<file path="src/rtl/m10ufa_pkg.sv">
package m10ufa_pkg;

    localparam int unsigned MAX_PIXELS = 4194304;
    localparam int unsigned IDX_W      = $clog2(MAX_PIXELS);
    localparam int unsigned ROW_W      = IDX_W - 1;
    localparam int unsigned ROWS       = MAX_PIXELS / 2;
    localparam int unsigned PIX_W      = 10;
    localparam int unsigned CNT_W      = 16;
    localparam int unsigned TOTAL_W    = 32;
    localparam int unsigned ACC_W      = PIX_W + CNT_W;
    localparam int unsigned DIV_W      = CNT_W + PIX_W - 1;
    localparam int unsigned IN_W       = 24;
    localparam int unsigned OUT_W      = 72;
    localparam int unsigned CFG_W      = 16;
    localparam int unsigned QSTEP_W    = $clog2(PIX_W);

    localparam logic [1:0] MODE_NORMAL = 2'd0;
    localparam logic [1:0] MODE_MEAN   = 2'd1;
    localparam logic [1:0] MODE_PHOTO  = 2'd2;
    // spare encoding, behaves as normal unpack
    localparam logic [1:0] MODE_SPARE  = 2'd3;

    localparam logic REG_MODE        = 1'b0;
    localparam logic REG_IMAGE_COUNT = 1'b1;

    localparam logic [7:0] MASK_LOW_A = 8'h03;
    localparam logic [7:0] MASK_LOW_B = 8'h30;

    typedef struct packed {
        logic [PIX_W-1:0]   pixel_a;
        logic [PIX_W-1:0]   pixel_b;
        logic [ROW_W-1:0]   row;
        logic [TOTAL_W-1:0] pixel_total;
        logic               frame_done;
        logic               is_mean;
        logic [CNT_W-1:0]   count;
    } job_t;

    typedef enum logic [2:0] {
        BK_IDLE,
        BK_READ,
        BK_MUL,
        BK_DIV,
        BK_WB,
        BK_OUT
    } back_state_t;

endpackage

</file>
<file path="src/rtl/m10ufa_queue.sv">
module m10ufa_queue (
    input  logic             clk,
    input  logic             rst_n,
    input  logic             push,
    input  m10ufa_pkg::job_t push_data,
    output logic             full,
    input  logic             pop,
    output m10ufa_pkg::job_t pop_data,
    output logic             empty
);
    import m10ufa_pkg::*;

    job_t       slot_reg [2];
    logic       wr_reg, rd_reg;
    logic [1:0] fill_reg;

    assign full     = (fill_reg == 2'd2);
    assign empty    = (fill_reg == 2'd0);
    assign pop_data = slot_reg[rd_reg];

    always_ff @(posedge clk)
    begin
        if (push)
            slot_reg[wr_reg] <= push_data;
    end

    always_ff @(posedge clk or negedge rst_n)
    begin
        if (!rst_n)
        begin
            wr_reg   <= 1'b0;
            rd_reg   <= 1'b0;
            fill_reg <= 2'd0;
        end
        else
        begin
            if (push)
                wr_reg <= ~wr_reg;
            if (pop)
                rd_reg <= ~rd_reg;
            fill_reg <= fill_reg + 2'(push) - 2'(pop);
        end
    end

endmodule

</file>
<file path="config.mk">
export PLATFORM = sky130hd
export DESIGN_NAME = m10ufa_queue
export DESIGN_NICKNAME = d
export VERILOG_FILES = /design/src/rtl/m10ufa_pkg.sv /design/src/rtl/m10ufa_queue.sv
export SDC_FILE = /design/constraint.sdc
export NUM_CORES = 1
export LEC_CHECK = 0
export ABC_AREA = 0
export BUFFER_PORTS_ARGS = -buffer_cell sky130_fd_sc_hd__buf_4
export CORE_MARGIN = 3
export CORE_UTILIZATION = 47
export CTS_CLUSTER_DIAMETER = 120
export DETAILED_ROUTE_END_ITERATION = 8
export PLACE_DENSITY = 0.84
export SKIP_CTS_REPAIR_TIMING = 1
export SYNTH_ARGS = -nofsm -noshare
export SYNTH_HDL_FRONTEND = slang
export SYNTH_SLANG_ARGS = --single-unit
</file>
<file path="constraint.sdc">
create_clock -name clk -period 5.2 [get_ports clk]
set_clock_uncertainty 0.1 [all_clocks]
set_input_delay 1.04 -clock clk [delete_from_list [all_inputs] [get_ports clk]]
set_output_delay 1.04 -clock clk [all_outputs]
set_load 0.01 [all_outputs]
</file>
==> impl_metrics.json, run 1 <==
{
  "timing.hold.ws_ns": 0.312,
  "core_area_um2": 14700,
  "grt.total_usage_pct": 15.6,
  "path_class": "flip-flop to output pin",
  "finalSetupViolations": 0,
  "cts_sinks": 186,
  "final_cell_mix": "buf_4 (188), edfxtp_1 (182), mux2_4 (80)",
  "drt_iter0_markers": 253,
  "n_antenna_cell": 0,
  "cts_tree": "built",
  "syn_to_final_growth_pct": 29.3,
  "numCtsBuffers": 17,
  "power_frac_comb_pct": 32.4,
  "gp_congestion": 0.694,
  "layout_commonest_cell": "buf_4",
  "synthCells": 298,
  "required_ns": 4.06,
  "power.density_nw_per_um2": 542,
  "io_buffers": 187,
  "dp_hpwl_um": 8640,
  "report.final.slew_viol_count": 0,
  "grt_max_degree": 60,
  "drtPass1Iterations": 4,
  "synth_top_area_share_pct": 76.3,
  "tightestPinTransition_ns": 1.29,
  "largest_register_ffs": 182,
  "p_int_mw": 3.64,
  "start_kind": "flip-flop",
  "nets": 594,
  "antenna_left": 0,
  "final_area_um2": 9260,
  "routed_wl_um": 12900,
  "grt_pass1_wl_um": 19500,
  "wl_per_cell_um": 18.5,
  "cts.clk_slew.worst_paths_ns": 0.06,
  "outcome": "complete, no violations",
  "p_seq_share_pct": 42.7,
  "timing.fmax_ghz": 0.291,
  "max_cap_viol_count": 0,
  "grt_setup_unrepaired": "false",
  "period_needed_ns": 3.44,
  "antenna_found_initial": 0,
  "syn-cell-area_um2": 7160,
  "p_total_mw": 5.02,
  "place_area_um2": 8680,
  "ctsLongestPathBuffers": 2,
  "netSwitchingPower_mw": 1.38,
  "critPathCaptureType": "output pin",
  "grt_pass1_vias": 3731,
  "via_per_inst": 4.90,
  "cts-root-buf": "clkbuf_16",
  "synth_nets": 395,
  "max-slew-margin-rel_pct": 13.8,
  "hp-class": "input pin to asynchronous set/reset pin",
  "critPathMaxFanout": 59,
  "hold_viol_final": 0,
  "ys_types": 14,
  "worst_ep_arrival_time_ns": 2.30,
  "via_count": 3404,
  "fp-row-count": 44,
  "avgSynthCellArea_um2": 24.0,
  "clock_latency_ns": 0.41,
  "rrSetupSlack_ns": 2.94,
  "die-area_um2": 16800,
  "pwr-share-clk_pct": 24.9,
  "remaining_drc_errors": 0,
  "layout-drive-gt1-share_pct": 61.8,
  "instances_no_fill": 694,
  "p_sw_share_pct": 27.5,
  "setup-tns-final_ns": 0,
  "yosysTopAreaCell": "edfxtp_1",
  "htree_levels": 4,
  "ys_seq_area_share_pct": 77.7,
  "ios": 188,
  "place_inst": 662,
  "period_share_pct": 66.2,
  "critPathLaunch": "rd_reg$_DFFE_PN0P_",
  "start_util_pct": 48.7,
  "r2r-start": "wr_reg$_DFFE_PN0P_",
  "die_h_um": 129,
  "leakage_nw": 3.72,
  "die_w_um": 129,
  "synth-seq-cells": 186,
  "grt.overflow.total": 0,
  "yosys_warnings": 0,
  "peakVddDrop_v": 0.000291,
  "synthTopCellsByArea": "edfxtp_1 (76%), mux2_4 (17%), buf_12 (2.2%)"
}
==> stage by stage <==
stage               setup WS, ns  utilization (%)
floorplan                   1.25                -
global placement            2.18             59.1
detailed placement          2.12             59.1
CTS                         1.69             63.0
global route                1.63             63.0
finish                      1.76             63.0
==> cell families (layout without fill, tap and decap cells) <==
group | count (synthesis) | in the layout | synth area share (%)
DFF | 186 | 186 | 77.7
buffers and inverters | 12 | 224 | 2.57
muxes | 91 | 91 | 18.5
and+or+nand+nor | 4 | 4 | 0.314
xor gates and xnor gates | 3 | 3 | 0.576
adders and majority gates | 2 | 2 | 0.349
==> power groups by stage <==
stage	logic, mW	registers [mW]	clock network (mW)
5_1_grt	1.73	2.18	1.35
3_3_place_gp	1.63	2.16	0
2_1_floorplan	1.16	2.10	0
6_report	1.63	2.14	1.25
4_1_cts	1.66	2.15	1.28
3_5_place_dp	1.66	2.18	0
==> critical path: stages, from the launching register on <==
cell	delay, ns
dfrtp_4	0.85
buf_12	0.46
mux2_2	0.40
buf_4	0.15
==> cells in the mapped netlist <==
library cell and number:
edfxtp_1 182, mux2_4 80, mux2_2 11, buf_12 8, dfrtp_1 4, ha_1 2
inv_1 2, nor2b_1 2, xor2_1 2, and2_1 1, buf_2 1, buf_6 1
nor2_1 1, xor3_1 1
==> path summary, 6_finish.rpt <==
check	end	cells after the start
min in group clk	wr_reg$_DFFE_PN0P_	1
min	fill_reg[0]$_DFF_PN0_	1
max	pop_data[82]	3
max reg2reg	slot_reg[0][90]$_DFFE_PP_	2
max in group asynchronous	rd_reg$_DFFE_PN0P_	1
min reg2reg	wr_reg$_DFFE_PN0P_	1
==> final cells by class <==
cell class / instances / area, um2
timing repair buffer: 190 / 1450
clock buffer: 17 / 425
multi-input combinational: 100 / 1420
inverter: 2 / 7.51
tap: 184 / 230
sequential: 186 / 5570
fill: 1005 / 5440
clock inverter: 15 / 151
==> per-layer routing <==
metal	vias up	global-route usage, %	share of wire (%)
met5	-	0	0
met4	0	6.54	1.9
met3	18	5.32	6.8
met2	122	26.6	52
met1	1682	18.3	39
li1	1582	-	-
No activity file was read; power rests on OpenSTA's default activity.
==> run 2, diff against run 1 <==
ABC_AREA = 1   (was 0)
CORE_UTILIZATION = 53   (was 47)
PLACE_DENSITY = 0.89   (was 0.84)
clock period = 3.3 ns   (was 5.2 ns; I/O delays follow)
==> run 2 against run 1 <==
- power increased by 61%
- flip-flop and latch count unchanged
- sequential share of layout area decreased by 0.75 points
- cell area increased by 1.3%
- worst setup slack got worse by 0.97 ns
- routed wire length increased by 2.7%
- area after synthesis increased by 1.7%
- sequential power increased by 53%
- clock power increased by 66%
- non-clock buffer count increased by 4
- die area decreased by 9.4%
- global-route usage increased by 1.9 points
- critical path type unchanged
- critical endpoint is now pop_data[38]
- largest cell class unchanged
==> impl_metrics.json, run 2 <==
{
  "core_area_um2": 13300,
  "crit_end": "pop_data[38]",
  "synth_xor_area_share_pct": 0.240,
  "yosys.cell_count.top_type": "edfxtp_1",
  "setup_ws_ns": 0.790,
  "avgSynthCellArea_um2": 14.6,
  "critPathCaptureType": "output pin",
  "worst_ep_arrival_time_ns": 1.75,
  "rr_endpoint": "slot_reg[1][78]$_DFFE_PP_",
  "period_share_pct": 76.1,
  "antenna_left": 0,
  "numCtsBuffers": 17,
  "syn_to_final_growth_pct": 28.7,
  "die_h_um": 123,
  "hp-class": "input pin to flip-flop",
  "synthTopCellsByArea": "edfxtp_1 (75%), o21ai_2 (6.3%), inv_1 (5.0%)",
  "p_sw_share_pct": 31.7,
  "drtPass1Iterations": 4,
  "clock_latency_ns": 0.42,
  "nets": 790,
  "ys_seq_area_share_pct": 76.4,
  "pwr-share-clk_pct": 25.6,
  "synth-simple-area-share_pct": 5.22,
  "grt_max_degree": 93,
  "post-place-ws_ns": 1.16,
  "report.final.slew_viol_count": 0,
  "grt.total_usage_pct": 17.6,
  "routed_wl_um": 13200,
  "path_class": "flip-flop to output pin",
  "max-slew-margin-rel_pct": 54.2,
  "power.density_nw_per_um2": 863,
  "synthCells": 500,
  "ys_types": 15,
  "grt_pass1_vias": 4216,
  "dp_hpwl_um": 9100,
  "setup-tns-final_ns": 0,
  "remaining_drc_errors": 0,
  "syn-cell-area_um2": 7290,
  "drt_iter0_markers": 236,
  "synth-seq-cells": 186,
  "ctsLongestPathBuffers": 2,
  "p_int_mw": 5.53,
  "synthMuxAreaShare_pct": 0,
  "tightestPinTransition_ns": 0.685,
  "cts-root-buf": "clkbuf_16",
  "via_count": 4271,
  "netSwitchingPower_mw": 2.56,
  "required_ns": 2.54,
  "die_w_um": 123,
  "finalSetupViolations": 0,
  "synth_top_family_by_area": "compound AO/OA/AOI/OAI gates",
  "cts.clk_slew.worst_paths_ns": 0.07,
  "layout-drive-gt1-share_pct": 39.5,
  "synth_nets": 597,
  "htree_levels": 4,
  "synthAdderAreaFrac_pct": 0.343,
  "gp_congestion": 0.756,
  "rrSetupSlack_ns": 1.53,
  "synth-edff-count": 182,
  "outcome": "complete, no violations",
  "ios": 188,
  "synth.top_cells.by_count": "edfxtp_1 (182), inv_1 (98), nand2_1 (97), o21ai_2 (52), o21ai_0 (39)",
  "max_cap_viol_count": 0,
  "n_antenna_cell": 0,
  "wl_per_cell_um": 15.0,
  "async_flop_share_pct": 2.15,
  "cts_tree": "built",
  "largest_register_ffs": 182,
  "start_kind": "flip-flop",
  "p_seq_share_pct": 40.5,
  "final_cell_mix": "buf_4 (188), edfxtp_1 (182), inv_1 (97), nand2_1 (97), o21ai_2 (52)",
  "power_frac_comb_pct": 33.9,
  "grt_pass1_wl_um": 19800,
  "yosysTopAreaCell": "edfxtp_1",
  "cts_sinks": 186,
  "hold_viol_final": 0,
  "synth_top_area_share_pct": 75.0,
  "critPathMaxFanout": 92,
  "die-area_um2": 15200,
  "layout_commonest_cell": "buf_4",
  "yosys_warnings": 0,
  "grt.overflow.total": 0,
  "critPathLaunch": "rd_reg$_DFFE_PN0P_",
  "synth_compound_area_share_pct": 8.93,
  "fp-row-count": 42,
  "io_buffers": 187,
  "leakage_nw": 3.97,
  "synth_ff_type": "edfxtp_1",
  "via_per_inst": 4.84,
  "timing.fmax_ghz": 0.398,
  "peakVddDrop_v": 0.000692,
  "grt_setup_unrepaired": "false",
  "rr_worst_depth": 3,
  "antenna_found_initial": 0,
  "period_needed_ns": 2.51,
  "r2r-start": "wr_reg$_DFFE_PN0P_",
  "start_util_pct": 54.6
}
run 2: stage by stage:
step	instance area (um2)	util (%)	hold WS [ns]	std cells	power, mW
6_report	9380	70.2	0.317	882	8.09
5_1_grt	9380	70.2	0.294	882	8.52
4_1_cts	9370	70.2	-0.105	881	8.20
3_5_place_dp	8750	65.6	0.362	849	6.12
3_3_place_gp	8750	65.6	0.359	849	6.00
2_1_floorplan	7290	-	0.264	500	5.06
run 2: critical path: stages (launching register included):
cell and delay (ns):
dfrtp_4 0.51, buf_12 0.35, o21ai_0 0.20, buf_4 0.18
run 2: cell families (layout without fill, tap and decap cells):
logic type,Yosys count,count (layout)
AO/OA/AOI/OAI,91,91
XOR/XNOR,2,2
adder cells (fa/ha/maj),2,2
buffers and inverters,118,324
flip-flops,186,186
AND/OR/NAND/NOR,101,101
run 2: worst min-delay path by stage:
stage	start	end	slack, ns	cells after the start
after floorplan	rst_n	fill_reg[0]$_DFF_PN0_	0.26	0
after global placement	rst_n	fill_reg[0]$_DFF_PN0_	0.36	1
after detailed placement	rst_n	fill_reg[1]$_DFF_PN0_	0.36	1
after CTS	rst_n	fill_reg[0]$_DFF_PN0_	-0.10	1
after global routing	push_data[88]	slot_reg[0][88]$_DFFE_PP_	0.29	1
final	push_data[88]	slot_reg[0][88]$_DFFE_PP_	0.32	1
run 2: cell type report:
| class | instances | area, um2 |
|---|---|---|
| Timing Repair Buffer | 194 | 1520 |
| Tap cell | 176 | 220 |
| Inverter | 98 | 370 |
| Fill cell | 876 | 3970 |
| Clock buffer | 17 | 425 |
| Sequential cell | 186 | 5570 |
| Clock inverter | 15 | 188 |
| Multi-Input combinational cell | 196 | 1080 |
run 2: routing by layer:
layer  track usage [%]  vias up  part of all wire [%]
li1                  -     2082                     -
met1              18.7     2003                    36
met2              31.4      162                    54
met3              5.58       24                   7.1
met4              8.51        0                   2.3
met5                 0        -                     0
run 2: power by group through the flow:
stage	Clock, mW	Combinational, mW	Sequential, mW
floorplan	0	1.76	3.30
global placement	0	2.70	3.30
detailed placement	0	2.79	3.33
CTS	2.11	2.81	3.28
global route	2.20	3.02	3.31
finish	2.07	2.74	3.28
