--- config.mk ---
export PLATFORM = sky130hd
export DESIGN_NAME = m10ufa_front
export DESIGN_NICKNAME = d
export VERILOG_FILES = /design/src/rtl/m10ufa_pkg.sv /design/src/rtl/m10ufa_front.sv
export SDC_FILE = /design/constraint.sdc
export NUM_CORES = 1
export LEC_CHECK = 0
export BUFFER_PORTS_ARGS = -buffer_cell sky130_fd_sc_hd__buf_2
export CAP_MARGIN = 15
export CORE_MARGIN = 2
export CORE_UTILIZATION = 47
export CTS_BUF_LIST = sky130_fd_sc_hd__clkbuf_4 sky130_fd_sc_hd__clkbuf_8
export CTS_CLUSTER_DIAMETER = 150
export DETAILED_ROUTE_END_ITERATION = 16
export PLACE_DENSITY = 0.81
export REMOVE_ABC_BUFFERS = 1
export SYNTH_ARGS = -nofsm -noshare
export SYNTH_HDL_FRONTEND = slang
export SYNTH_SLANG_ARGS = --single-unit
export TNS_END_PERCENT = 20
--- constraint.sdc ---
create_clock -name clk -period 3.55 [get_ports clk]
set_clock_uncertainty 0.2 [all_clocks]
set_input_delay 0.1775 -clock clk [delete_from_list [all_inputs] [get_ports clk]]
set_output_delay 0.1775 -clock clk [all_outputs]
set_load 0.05 [all_outputs]
--- src/rtl/m10ufa_pkg.sv ---
package m10ufa_pkg;

    localparam int unsigned MAX_PIXELS = 4194304;
    localparam int unsigned IDX_W      = $clog2(MAX_PIXELS);
    localparam int unsigned ROW_W      = IDX_W - 1;
    localparam int unsigned ROWS       = MAX_PIXELS / 2;
    localparam int unsigned PIX_W      = 10;
    localparam int unsigned CNT_W      = 16;
    localparam int unsigned TOTAL_W    = 32;
    localparam int unsigned ACC_W      = PIX_W + CNT_W;
    localparam int unsigned DIV_W      = CNT_W + PIX_W - 1;
    localparam int unsigned IN_W       = 24;
    localparam int unsigned OUT_W      = 72;
    localparam int unsigned CFG_W      = 16;
    localparam int unsigned QSTEP_W    = $clog2(PIX_W);

    localparam logic [1:0] MODE_NORMAL = 2'd0;
    localparam logic [1:0] MODE_MEAN   = 2'd1;
    localparam logic [1:0] MODE_PHOTO  = 2'd2;
    // spare encoding, behaves as normal unpack
    localparam logic [1:0] MODE_SPARE  = 2'd3;

    localparam logic REG_MODE        = 1'b0;
    localparam logic REG_IMAGE_COUNT = 1'b1;

    localparam logic [7:0] MASK_LOW_A = 8'h03;
    localparam logic [7:0] MASK_LOW_B = 8'h30;

    typedef struct packed {
        logic [PIX_W-1:0]   pixel_a;
        logic [PIX_W-1:0]   pixel_b;
        logic [ROW_W-1:0]   row;
        logic [TOTAL_W-1:0] pixel_total;
        logic               frame_done;
        logic               is_mean;
        logic [CNT_W-1:0]   count;
    } job_t;

    typedef enum logic [2:0] {
        BK_IDLE,
        BK_READ,
        BK_MUL,
        BK_DIV,
        BK_WB,
        BK_OUT
    } back_state_t;

endpackage

--- src/rtl/m10ufa_front.sv ---
module m10ufa_front (
    input  logic                       clk,
    input  logic                       rst_n,
    input  logic                       cfg_we,
    input  logic                       cfg_index,
    input  logic [m10ufa_pkg::CFG_W-1:0] cfg_data,
    input  logic                       push,
    input  logic [m10ufa_pkg::IN_W-1:0] in_data,
    input  logic                       in_last,
    output m10ufa_pkg::job_t           job
);
    import m10ufa_pkg::*;

    logic [1:0]         mode_reg;
    logic [CNT_W-1:0]   count_reg;
    logic [IDX_W-1:0]   idx_reg, idx_next;
    logic [TOTAL_W-1:0] total_reg, total_next;
    logic [7:0]         b0, b1, b2;
    logic [PIX_W-1:0]   pa, pb;
    logic [TOTAL_W:0]   sum;
    logic [TOTAL_W-1:0] sat;

    always_comb
    begin
        b0  = in_data[7:0];
        b1  = in_data[15:8];
        b2  = in_data[23:16];
        pa  = {b0, 2'b00} | {8'd0, b1[1:0] & MASK_LOW_A[1:0]};
        pb  = {b2, 2'b00} | {8'd0, 2'((b1 & MASK_LOW_B) >> 4)};
        sum = {1'b0, total_reg} + (TOTAL_W+1)'(pa) + (TOTAL_W+1)'(pb);
        sat = sum[TOTAL_W] ? {TOTAL_W{1'b1}} : sum[TOTAL_W-1:0];

        total_next = total_reg;
        idx_next   = idx_reg + IDX_W'(2);
        if (mode_reg == MODE_PHOTO)
            total_next = sat;
        if (in_last)
        begin
            total_next = '0;
            idx_next   = '0;
        end

        job.pixel_a     = pa;
        job.pixel_b     = pb;
        job.row         = idx_reg[IDX_W-1:1];
        job.pixel_total = (mode_reg == MODE_PHOTO) ? sat : '0;
        job.frame_done  = in_last;
        job.is_mean     = (mode_reg == MODE_MEAN);
        job.count       = (count_reg == '0) ? CNT_W'(1) : count_reg;
    end

    always_ff @(posedge clk or negedge rst_n)
    begin
        if (!rst_n)
        begin
            mode_reg  <= MODE_NORMAL;
            count_reg <= CNT_W'(1);
            idx_reg   <= '0;
            total_reg <= '0;
        end
        else
        begin
            if (cfg_we)
            begin
                unique case (cfg_index)
                    REG_MODE:        mode_reg  <= cfg_data[1:0];
                    REG_IMAGE_COUNT: count_reg <= cfg_data;
                    default:         ;
                endcase
            end
            if (push)
            begin
                idx_reg   <= idx_next;
                total_reg <= total_next;
            end
        end
    end

endmodule

==> results of run 1 <==
critical path, delay by kind of cell, from the launching register on:
family,cells,cell delay [ns]
xor+xnor,1,0.16
flops,1,0.40
buf+inv,2,0.34
compound gates,4,0.92
fa+ha+maj,3,0.99
simple gates,1,0.05
stage by stage:
stage	instance area (um^2)	utilization (%)	setup TNS [ns]
2_1_floorplan	4614	-	-5.212
6_report	6385	62.13	-0.5861
3_3_place_gp	5585	54.35	0
5_1_grt	6385	62.13	-3.524
4_1_cts	6183	60.17	-0.5734
3_5_place_dp	5585	54.35	0
layout by cell type (no fill, tap or decap), types with 5 or more instances in the layout:
| master | n |
|---|---|
| a22o_1 | 5 |
| mux2_2 | 19 |
| nand4_1 | 6 |
| nor3_1 | 8 |
| a31oi_1 | 5 |
| nand3_1 | 19 |
| a21o_1 | 8 |
| buf_6 | 9 |
| nand2_1 | 36 |
| buf_4 | 41 |
| dfrtp_1 | 70 |
| o21ai_1 | 12 |
| buf_2 | 101 |
| a21oi_1 | 36 |
| fa_1 | 10 |
| inv_1 | 17 |
| o2bb2ai_1 | 6 |
| and3_1 | 6 |
| o21ai_0 | 22 |
| dlygate4sd3_1 | 20 |
| or3_1 | 5 |
| nor2_1 | 44 |
| ha_4 | 7 |
| xnor2_1 | 18 |
| clkbuf_8 | 9 |
| xor2_1 | 14 |
routing by layer:
layer | up-vias | track usage, %
met5 | - | 0
met4 | 0 | 4.453
met3 | 37 | 4.255
met2 | 239 | 41.45
met1 | 2252 | 29.29
li1 | 2141 | -
power by group:
group          internal (uW)  leakage (uW)  total [uW]  switching, uW
sequential               879      0.000942         940           60.6
clock                    267     0.0000888         634            367
combinational            560       0.00183        1490            931
worst max-delay path by stage:
stage	startpoint	endpoint	slack, ns	cells past startpoint
2_1_floorplan	total_reg[1]$_DFFE_PN0P_	job[29]	-0.52	8
3_3_place_gp	total_reg[1]$_DFFE_PN0P_	job[39]	0.08	11
3_5_place_dp	total_reg[1]$_DFFE_PN0P_	job[27]	0.03	10
4_1_cts	total_reg[1]$_DFFE_PN0P_	job[41]	-0.08	11
5_1_grt	total_reg[8]$_DFFE_PN0P_	job[42]	-0.17	11
6_report	total_reg[1]$_DFFE_PN0P_	job[49]	-0.07	11
synthesized netlist by cell type (all sizes together), types with 2 or more instances:
library cell | number | area, um^2
inv | 19 | 71.32
a211o | 2 | 18.77
nor2b | 3 | 18.77
nand2 | 36 | 135.1
nand3 | 22 | 115.1
xor2 | 14 | 122.6
o21a | 2 | 15.01
o31ai | 4 | 35.03
o211ai | 3 | 27.52
a2bb2oi | 2 | 23.77
and2 | 2 | 12.51
a22o | 5 | 43.79
nor4 | 4 | 25.02
a31o | 3 | 26.28
a211oi | 8 | 82.58
and3 | 6 | 37.54
o2bb2ai | 6 | 52.55
or3 | 5 | 31.28
a21o | 8 | 60.06
nand2b | 4 | 25.02
o21ai | 35 | 178.9
nor3b | 4 | 35.03
fa | 11 | 220.2
nor3 | 11 | 60.06
nor2 | 45 | 168.9
ha | 11 | 137.6
mux2 | 19 | 214.0
o22ai | 4 | 25.02
nor4b | 3 | 62.56
a21oi | 41 | 216.5
or4 | 3 | 30.03
clkbuf | 31 | 116.4
and4 | 4 | 35.03
xnor2 | 18 | 157.7
a31oi | 5 | 31.28
nand4 | 7 | 50.05
dfrtp | 70 | 1752
buf | 31 | 224.0
or2 | 3 | 21.27
o311ai | 3 | 26.28
nand3b | 2 | 15.01
what timing repair did:
item	CTS	global route
hold endpoints to repair	50	0
setup endpoints to repair	31	32
hold buffers	20	0
pin swaps	11	11
setup buffers	5	4
gates resized for setup	48	34
layout make-up:
cell class | count | share of cell area, %
clock buffers | 9 | 1.940
well taps | 136 | 2.665
repair buffers | 176 | 18.75
inverters | 19 | 1.117
clock inverters | 7 | 0.9602
flip-flops and latches | 71 | 27.85
multi-input cells | 384 | 46.72
kinds of logic after synthesis:
group	after synthesis	synth area share, %
multiplexers	20	4.520
AND/OR/NAND/NOR	167	18.26
buffers and inverters	81	8.308
AO/OA/AOI/OAI	143	20.15
flip-flops	71	35.88
XOR/XNOR	32	5.657
adder cells (fa/ha/maj)	22	7.222
==> flow_summary_export.csv, run 1 <==
group,metric,value,unit
run_status,status,"complete, but fails checks",
run_status,violations,"setup timing",
setup_path,endpoint_kind,"output pin",
logic_synthesis,syn_area_per_cell,9.244,um^2
clocking,cts_buffers,9,
logic_synthesis,synthFlopType,"dfrtp_1",
cells_and_area,layout.nets,729,
cells_and_area,multi_input_area,0.002983,mm^2
sta,hold_ws,0.01867,ns
logic_synthesis,yosys_register_bits,71,
cells_and_area,syn_to_final_growth,28.86,%
sta,slew_viol_final,0,
clocking,clk_pin_slew,0.09,ns
detailed_routing,firstDrtPassIters,6,
placement,post-place-ws,0.02590,ns
setup_path,critPathLaunchType,"flop",
power_and_ir_drop,power_density,480.0,mW/mm^2
setup_path,critPathSlowestCell,"fa_1",
clocking,clock_sinks,71,
clocking,cts_tree,"yes",
detailed_routing,antenna_left,0,
floorplan,start_util,48.21,%
worst_hold_path,hold_start,"cfg_index",
placement,dpl.cell_count,757,
floorplan,core_area,0.01028,mm^2
setup_path,reg2regPathDepth,11,
detailed_routing,dr.max_layer_used,"met4",
detailed_routing,drt-met1-wl,5.552,mm
setup_path,worstSetupPathType,"flop to output pin",
clocking,clk_latency,0.36,ns
cells_and_area,antenna_cells,0,
clocking,clockBufferDepth,2,
detailed_routing,vias,4669,
setup_path,timing.rr.start,"total_reg[1]$_DFFE_PN0P_",
cells_and_area,final.fill_count,845,
setup_path,cp.required,3.17,ns
logic_synthesis,netlist_instances,536,
sta,hold_viol_final,0,
sta,tightest_slew,1.246,ns
floorplan,fp.dieH,106.7,um
setup_path,r2r_slack,0.39,ns
cells_and_area,drive_gt1_share,36.64,%
grt,grt_overflow,0,
grt,grt_max_degree,46,
detailed_routing,detail_route.iter0.violations,397,
detailed_routing,post_drt_wl_per_cell,17.21,um
detailed_routing,post-route-drc-count,0,
sta,min_period,3.616,ns
cells_and_area,largest_register_ffs,32,
logic_synthesis,ys_seq_area_share,35.88,%
floorplan,dieWidth,106.7,um
worst_hold_path,holdPathEnd,"mode_reg[0]$_DFFE_PN0P_",
setup_path,critPathArrivalTime,3.24,ns
detailed_routing,wl,13.80,mm
logic_synthesis,synth_cell_types,79,
clocking,cts_max_level,3,
sta,maxSlewHeadroom,16.59,%
floorplan,die_area,0.01138,mm^2
sta,finalCritPeriodShare,101.9,%
sta,setup_viol,19,
cells_and_area,register_area,0.001778,mm^2
grt,grt_pass1_wl,21.18,mm
placement,portBuffers,132,
logic_synthesis,synth_edf_count,0,
setup_path,critical_path.max_fanout,4,
worst_hold_path,whs_path_depth,3,
cells_and_area,finalNonFillerCells,802,
clocking,cts_root_buf,"clkbuf_8",
grt,antenna_found_initial,0,
setup_path,slowest_delay,0.45,ns
grt,grt_usage,23.13,%
power_and_ir_drop,leakagePower,0.002864,uW
grt,grt_pass1_vias,4396,
power_and_ir_drop,ir_drop,479.1,uV
sta,fmax,276.5,MHz
setup_path,worstPathCellList,"fa_1 -> ha_2 -> fa_2 -> a21o_1 -> a221oi_4 -> o21ba_4 -> buf_6 -> nor4b_4 -> xnor2_1 -> a21oi_1 -> buf_4",
placement,dp_hpwl,9.087,mm
floorplan,ios,137,
setup_path,r2r-end,"total_reg[23]$_DFFE_PN0P_",
detailed_routing,wl_met3,1.041,mm
logic_synthesis,yosysWarnings,0,
sta,fin_ws,-0.06644,ns
logic_synthesis,synthesis.area,0.004955,mm^2
floorplan,std_cell_rows,37,
detailed_routing,met2_length,6.956,mm
sta,grt_setup_unrepaired,"yes",
detailed_routing,via_per_inst,5.822,
logic_synthesis,synthArstFlopShare,100.0,%
power_and_ir_drop,power,3064,uW
worst_hold_path,hold_path.class,"input pin to flop",
flow_run,maxCapViolCount,0,
placement,place_congestion,0.8705,
(Power assumes the default switching activity.)
==> inputs of run 2 (changes only) <==
--- a/config.mk
+++ b/config.mk
@@ -14,6 +14,7 @@
 export DETAILED_ROUTE_END_ITERATION = 16
 export PLACE_DENSITY = 0.81
 export REMOVE_ABC_BUFFERS = 1
+export SETUP_SLACK_MARGIN = 0.4
 export SYNTH_ARGS = -nofsm -noshare
 export SYNTH_HDL_FRONTEND = slang
 export SYNTH_SLANG_ARGS = --single-unit
==> constraint.sdc (replaced) <==
create_clock -name clk -period 3.55 [get_ports clk]
set_clock_uncertainty 0.2 [all_clocks]
set_input_delay 0.1775 -clock clk [delete_from_list [all_inputs] [get_ports clk]]
set_output_delay 0.1775 -clock clk [all_outputs]
set_load 0.1 [all_outputs]
==> run 2 against run 1 <==
Against the previous run: the run still ends with setup timing left; first-iteration DRC count up 35%; global-route usage up 2.3 points; sequential power barely moved; clock-buffer cell count is the same; maximum frequency fell by 1.8%; wire length increased by 4.0%; critical path depth decreased by 1; register-to-register slack worse by 0.03 ns; combinational power is 34% higher; sequential share of layout area shrank 2.3 points; largest cell class unchanged.
==> flow_summary_export.csv, run 2 (synthesis results as in run 1) <==
group,metric,value,unit
detailed_routing,wl,14.35,mm
clocking,clk_pin_slew,0.08,ns
worst_hold_path,hold_path.class,"input pin to flop",
setup_path,critical_path.max_fanout,6,
cells_and_area,layout_common_cells,"buf_2, dfrtp_1, nor2_1, nand2_1, buf_12",
clocking,cts_root_buf,"clkbuf_8",
detailed_routing,post_drt_wl_per_cell,17.65,um
clocking,clk_latency,0.35,ns
cells_and_area,finalNonFillerCells,813,
sta,grt_setup_unrepaired,"yes",
run_status,violations,"setup timing",
detailed_routing,met2_length,7.236,mm
sta,fin_ws,-0.1324,ns
sta,maxSlewHeadroom,24.56,%
floorplan,std_cell_rows,37,
detailed_routing,wl_met3,1.108,mm
sta,fmax,271.6,MHz
detailed_routing,drt-met1-wl,5.749,mm
grt,grt_pass1_wl,23.34,mm
floorplan,dieWidth,106.7,um
grt,grt_usage,25.40,%
cells_and_area,antenna_cells,0,
placement,post-place-ws,0.008318,ns
sta,hold_viol_final,0,
grt,grt_max_degree,44,
sta,slew_viol_final,0,
clocking,cts_max_level,3,
sta,finalCritPeriodShare,103.7,%
detailed_routing,post-route-drc-count,0,
clocking,clockBufferDepth,2,
worst_hold_path,whs_path_depth,3,
flow_run,maxCapViolCount,0,
grt,grt_pass1_vias,4903,
floorplan,start_util,48.21,%
setup_path,worstSetupPathType,"flop to output pin",
placement,dp_hpwl,9.517,mm
detailed_routing,dr.max_layer_used,"met4",
clocking,cts_buffers,9,
power_and_ir_drop,ir_drop,514.3,uV
setup_path,cp.required,3.17,ns
grt,grt_overflow,0,
placement,portBuffers,132,
detailed_routing,via_per_inst,5.868,
sta,hold_ws,0.03861,ns
sta,tightest_slew,1.127,ns
cells_and_area,final_common_cell,"buf_2",
floorplan,fp.dieH,106.7,um
cells_and_area,syn_to_final_growth,40.63,%
grt,antenna_found_initial,0,
detailed_routing,detail_route.iter0.violations,534,
detailed_routing,antenna_left,0,
cells_and_area,drive_gt1_share,41.21,%
cells_and_area,layout.nets,741,
setup_path,endpoint_kind,"output pin",
sta,finalSetupTns,-1.550,ns
power_and_ir_drop,power_density,512.1,mW/mm^2
clocking,clock_sinks,71,
sta,setup_viol,29,
floorplan,die_area,0.01138,mm^2
setup_path,critPathLaunchType,"flop",
detailed_routing,vias,4771,
placement,place_congestion,0.8462,
power_and_ir_drop,power,3568,uW
power_and_ir_drop,leakagePower,0.003027,uW
floorplan,ios,137,
clocking,cts_tree,"yes",
cells_and_area,largest_register_ffs,32,
setup_path,critPathArrivalTime,3.30,ns
sta,min_period,3.682,ns
placement,dpl.cell_count,758,
floorplan,core_area,0.01028,mm^2
run_status,status,"complete, but fails checks",
setup_path,reg2regPathDepth,12,
detailed_routing,firstDrtPassIters,6,
[run 2: cell type report]
class	instances	area, um^2
clock buffers	9	123.9
clock inverters	6	62.56
fillers	752	3309
inverters	19	71.32
multi-input cells	384	3123
flip-flops and latches	71	1778
well taps	136	170.2
repair buffers	188	1639
[run 2: path summary, 6_finish.rpt]
kind                                     startpoint                        end  slack (ns)
max                        total_reg[6]$_DFFE_PN0P_                    job[41]       -0.13
min                                       cfg_index    mode_reg[1]$_DFFE_PN0P_        0.04
max reg2reg                total_reg[1]$_DFFE_PN0P_  total_reg[13]$_DFFE_PN0P_        0.36
min reg2reg                total_reg[6]$_DFFE_PN0P_   total_reg[6]$_DFFE_PN0P_        0.32
max in group asynchronous                     rst_n  total_reg[16]$_DFFE_PN0P_        1.92
min in group asynchronous                     rst_n    idx_reg[11]$_DFFE_PN0P_        0.17
[run 2: repair_timing]
action                                 4_1_cts  5_1_grt
hold buffers                                19        0
gates resized for setup                     51       28
setup endpoints to repair                   41       40
endpoints found under the hold margin       50        0
buffers inserted                            16        5
gates cloned                                 0        0
pin swaps                                   19       22
[run 2: critical path: stages (launching register included)]
cell and delay, ns:
dfrtp_1 0.40, fa_1 0.44, ha_2 0.39, and3_1 0.22, a221oi_4 0.10, o21ba_4 0.24, buf_8 0.13, or4_4 0.46
a2bb2oi_4 0.17, a21oi_2 0.19, buf_12 0.19
[run 2: routing by layer]
| metal | GRT usage (%) | up-vias |
|---|---|---|
| met3 | 5.653 | 27 |
| met2 | 44.90 | 263 |
| met5 | 0 | - |
| met4 | 7.514 | 0 |
| li1 | - | 2160 |
| met1 | 30.96 | 2321 |
[run 2: power breakdown]
| part | leakage, uW | internal, uW | total (uW) | switching (uW) |
|---|---|---|---|---|
| clock network | 0.0000988 | 320 | 642 | 322 |
| registers | 0.000942 | 879 | 940 | 61.0 |
| logic | 0.00199 | 667 | 1990 | 1320 |
| total | 0.00303 | 1870 | 3570 | 1700 |
[run 2: through the flow]
stage               cell area, um^2  utilization, %
finish                         6968           67.80
global route                   6968           67.80
CTS                            6787           66.03
detailed placement             6043           58.80
global placement               6043           58.80
floorplan                      4614               -
==> inputs of run 3 (changes only) <==
==> constraint.sdc (replaced) <==
create_clock -name clk -period 4.7 [get_ports clk]
set_clock_uncertainty 0.2 [all_clocks]
set_input_delay 0.235 -clock clk [delete_from_list [all_inputs] [get_ports clk]]
set_output_delay 0.235 -clock clk [all_outputs]
set_load 0.1 [all_outputs]
==> run 3 against run 2 <==
Against the previous run: the flow now finishes without violations; clock power is 19% lower; die area unchanged; via count is 6.6% lower; critical path depth unchanged; setup slack gained 0.65 ns; clock-buffer cell count is 1 higher; final cell count shrank 3.7%; combinational power down 41%; first-iteration DRC count shrank 29%; power shrank 33%; global-route usage decreased by 3.0 points.
==> flow_summary_export.csv, run 3 (synthesis results as in run 1) <==
group,metric,value,unit
run_status,status,"finished, final reports clean",
sta,setup_viol,0,
cells_and_area,final.fill_count,906,
sta,maxSlewHeadroom,27.15,%
detailed_routing,drt-met1-wl,5.405,mm
grt,grt_overflow,0,
floorplan,die_area,0.01138,mm^2
cells_and_area,layout.nets,710,
setup_path,critical_path.max_fanout,5,
setup_path,critPathSlowestCell,"a221oi_2",
grt,grt_pass1_wl,20.60,mm
floorplan,fp.dieH,106.7,um
cells_and_area,layout_common_cells,"buf_2, dfrtp_1, nor2_1, a21oi_1, nand2_1",
detailed_routing,firstDrtPassIters,5,
cells_and_area,final_util,57.46,%
placement,portBuffers,132,
clocking,cts_buffers,9,
grt,grt_max_degree,42,
cells_and_area,final_common_cell,"buf_2",
power_and_ir_drop,power,2406,uW
flow_run,maxCapViolCount,0,
sta,finalSetupTns,0,ns
sta,fmax,239.0,MHz
cells_and_area,largest_register_ffs,32,
sta,finalCritPeriodShare,89.04,%
floorplan,ios,137,
detailed_routing,post-route-drc-count,0,
clocking,cts_max_level,3,
floorplan,start_util,48.21,%
clocking,clk_latency,0.35,ns
setup_path,worstPathCellList,"fa_1 -> ha_1 -> fa_1 -> a21o_1 -> a221oi_2 -> o21bai_1 -> nand3_1 -> xor2_1 -> a21oi_1 -> buf_2",
power_and_ir_drop,power_density,407.4,mW/mm^2
grt,grt_usage,22.43,%
worst_hold_path,hold_path.class,"input pin to flop",
placement,place_congestion,0.8640,
detailed_routing,antenna_left,0,
floorplan,core_area,0.01028,mm^2
clocking,cts_tree,"yes",
setup_path,worstSetupPathType,"flop to output pin",
cells_and_area,syn_to_final_growth,19.19,%
clocking,clockBufferDepth,2,
setup_path,cpMostUsedCell,"fa_1",
clocking,clock_sinks,71,
detailed_routing,vias,4457,
grt,antenna_found_initial,0,
detailed_routing,dr.max_layer_used,"met4",
cells_and_area,drive_gt1_share,31.22,%
detailed_routing,via_per_inst,5.692,
detailed_routing,detail_route.iter0.violations,378,
clocking,clk_pin_slew,0.08,ns
clocking,cts_root_buf,"clkbuf_8",
cells_and_area,antenna_cells,0,
grt,grt_pass1_vias,4313,
detailed_routing,post_drt_wl_per_cell,16.16,um
setup_path,endpoint_kind,"output pin",
placement,dp_hpwl,8.742,mm
detailed_routing,wl,12.65,mm
detailed_routing,met2_length,6.180,mm
sta,tightest_slew,1.089,ns
sta,slew_viol_final,0,
floorplan,dieWidth,106.7,um
sta,grt_setup_unrepaired,"yes",
sta,hold_viol_final,0,
power_and_ir_drop,ir_drop,425.6,uV
setup_path,cp.required,4.26,ns
power_and_ir_drop,leakagePower,0.002714,uW
floorplan,std_cell_rows,37,
detailed_routing,wl_met3,886,um
setup_path,critPathLaunchType,"flop",
setup_path,slowest_delay,0.46,ns
setup_path,critPathArrivalTime,3.75,ns
sta,min_period,4.185,ns
[run 3: cell types whose count changed in the layout (fill, tap and decap cells not counted), moves of 6 or more]
cell	before	now
buf_12	32	0
buf_2	100	129
buf_4	30	7
a21oi_1	26	40
a21oi_2	14	0
ha_1	3	11
buf_6	6	0
ha_4	6	0
[run 3: repair_timing]
action | in CTS | in global routing
gates resized for setup | 1 | 5
endpoints found under the hold margin | 49 | 0
hold buffers | 18 | 0
setup endpoints to repair | 8 | 20
setup buffers | 0 | 0
[run 3: area by class of cell]
cell class,count,area [um^2],area share (%)
multi-input cells,384,2779,47.06
clock buffers,10,137.6,2.331
inverters,19,71.32,1.208
well taps,136,170.2,2.881
clock inverters,6,68.82,1.165
flip-flops and latches,71,1778,30.11
repair buffers,157,900.9,15.25
[run 3: critical path: cells and delay by family (launching register included)]
kind | cells | cell delay [ns]
AOI/OAI and AO/OA | 4 | 1.12
adders and majority gates | 3 | 1.10
buffers and inverters | 1 | 0.45
DFF | 1 | 0.41
and+or+nand+nor | 1 | 0.23
xor gates and xnor gates | 1 | 0.09
[run 3: stage by stage]
stage	area [um^2]	setup slack [ns]	hold slack, ns	std cells
2_1_floorplan	4614	-0.4916	-0.2606	474
3_3_place_gp	5498	0.6968	0.09294	749
3_5_place_dp	5498	0.6433	0.1033	749
4_1_cts	5884	0.4372	0.04930	783
5_1_grt	5906	0.3161	0.06451	783
6_report	5906	0.5151	0.05859	783
[run 3: routing by layer]
layer / vias up / track usage [%]
met5: - / 0
met4: 0 / 6.308
met3: 19 / 4.012
met2: 197 / 38.44
met1: 2145 / 29.12
li1: 2096 / -
[run 3: final timing paths]
check / startpoint / endpoint / slack, ns / cells past startpoint
setup / recovery: total_reg[1]$_DFFE_PN0P_ / job[37] / 0.52 / 10
hold / removal: push / total_reg[24]$_DFFE_PN0P_ / 0.06 / 2
setup reg to reg: total_reg[5]$_DFFE_PN0P_ / total_reg[12]$_DFFE_PN0P_ / 1.36 / 9
hold reg to reg: total_reg[4]$_DFFE_PN0P_ / total_reg[4]$_DFFE_PN0P_ / 0.32 / 2
max in group asynchronous: rst_n / total_reg[1]$_DFFE_PN0P_ / 3.03 / 3
min in group asynchronous: rst_n / idx_reg[9]$_DFFE_PN0P_ / 0.24 / 2
[run 3: report_power, final]
| part | leakage (uW) | internal, uW | switching (uW) |
|---|---|---|---|
| logic | 0.00167 | 296 | 882 |
| clock network | 0.000103 | 263 | 258 |
| registers | 0.000942 | 664 | 44.5 |
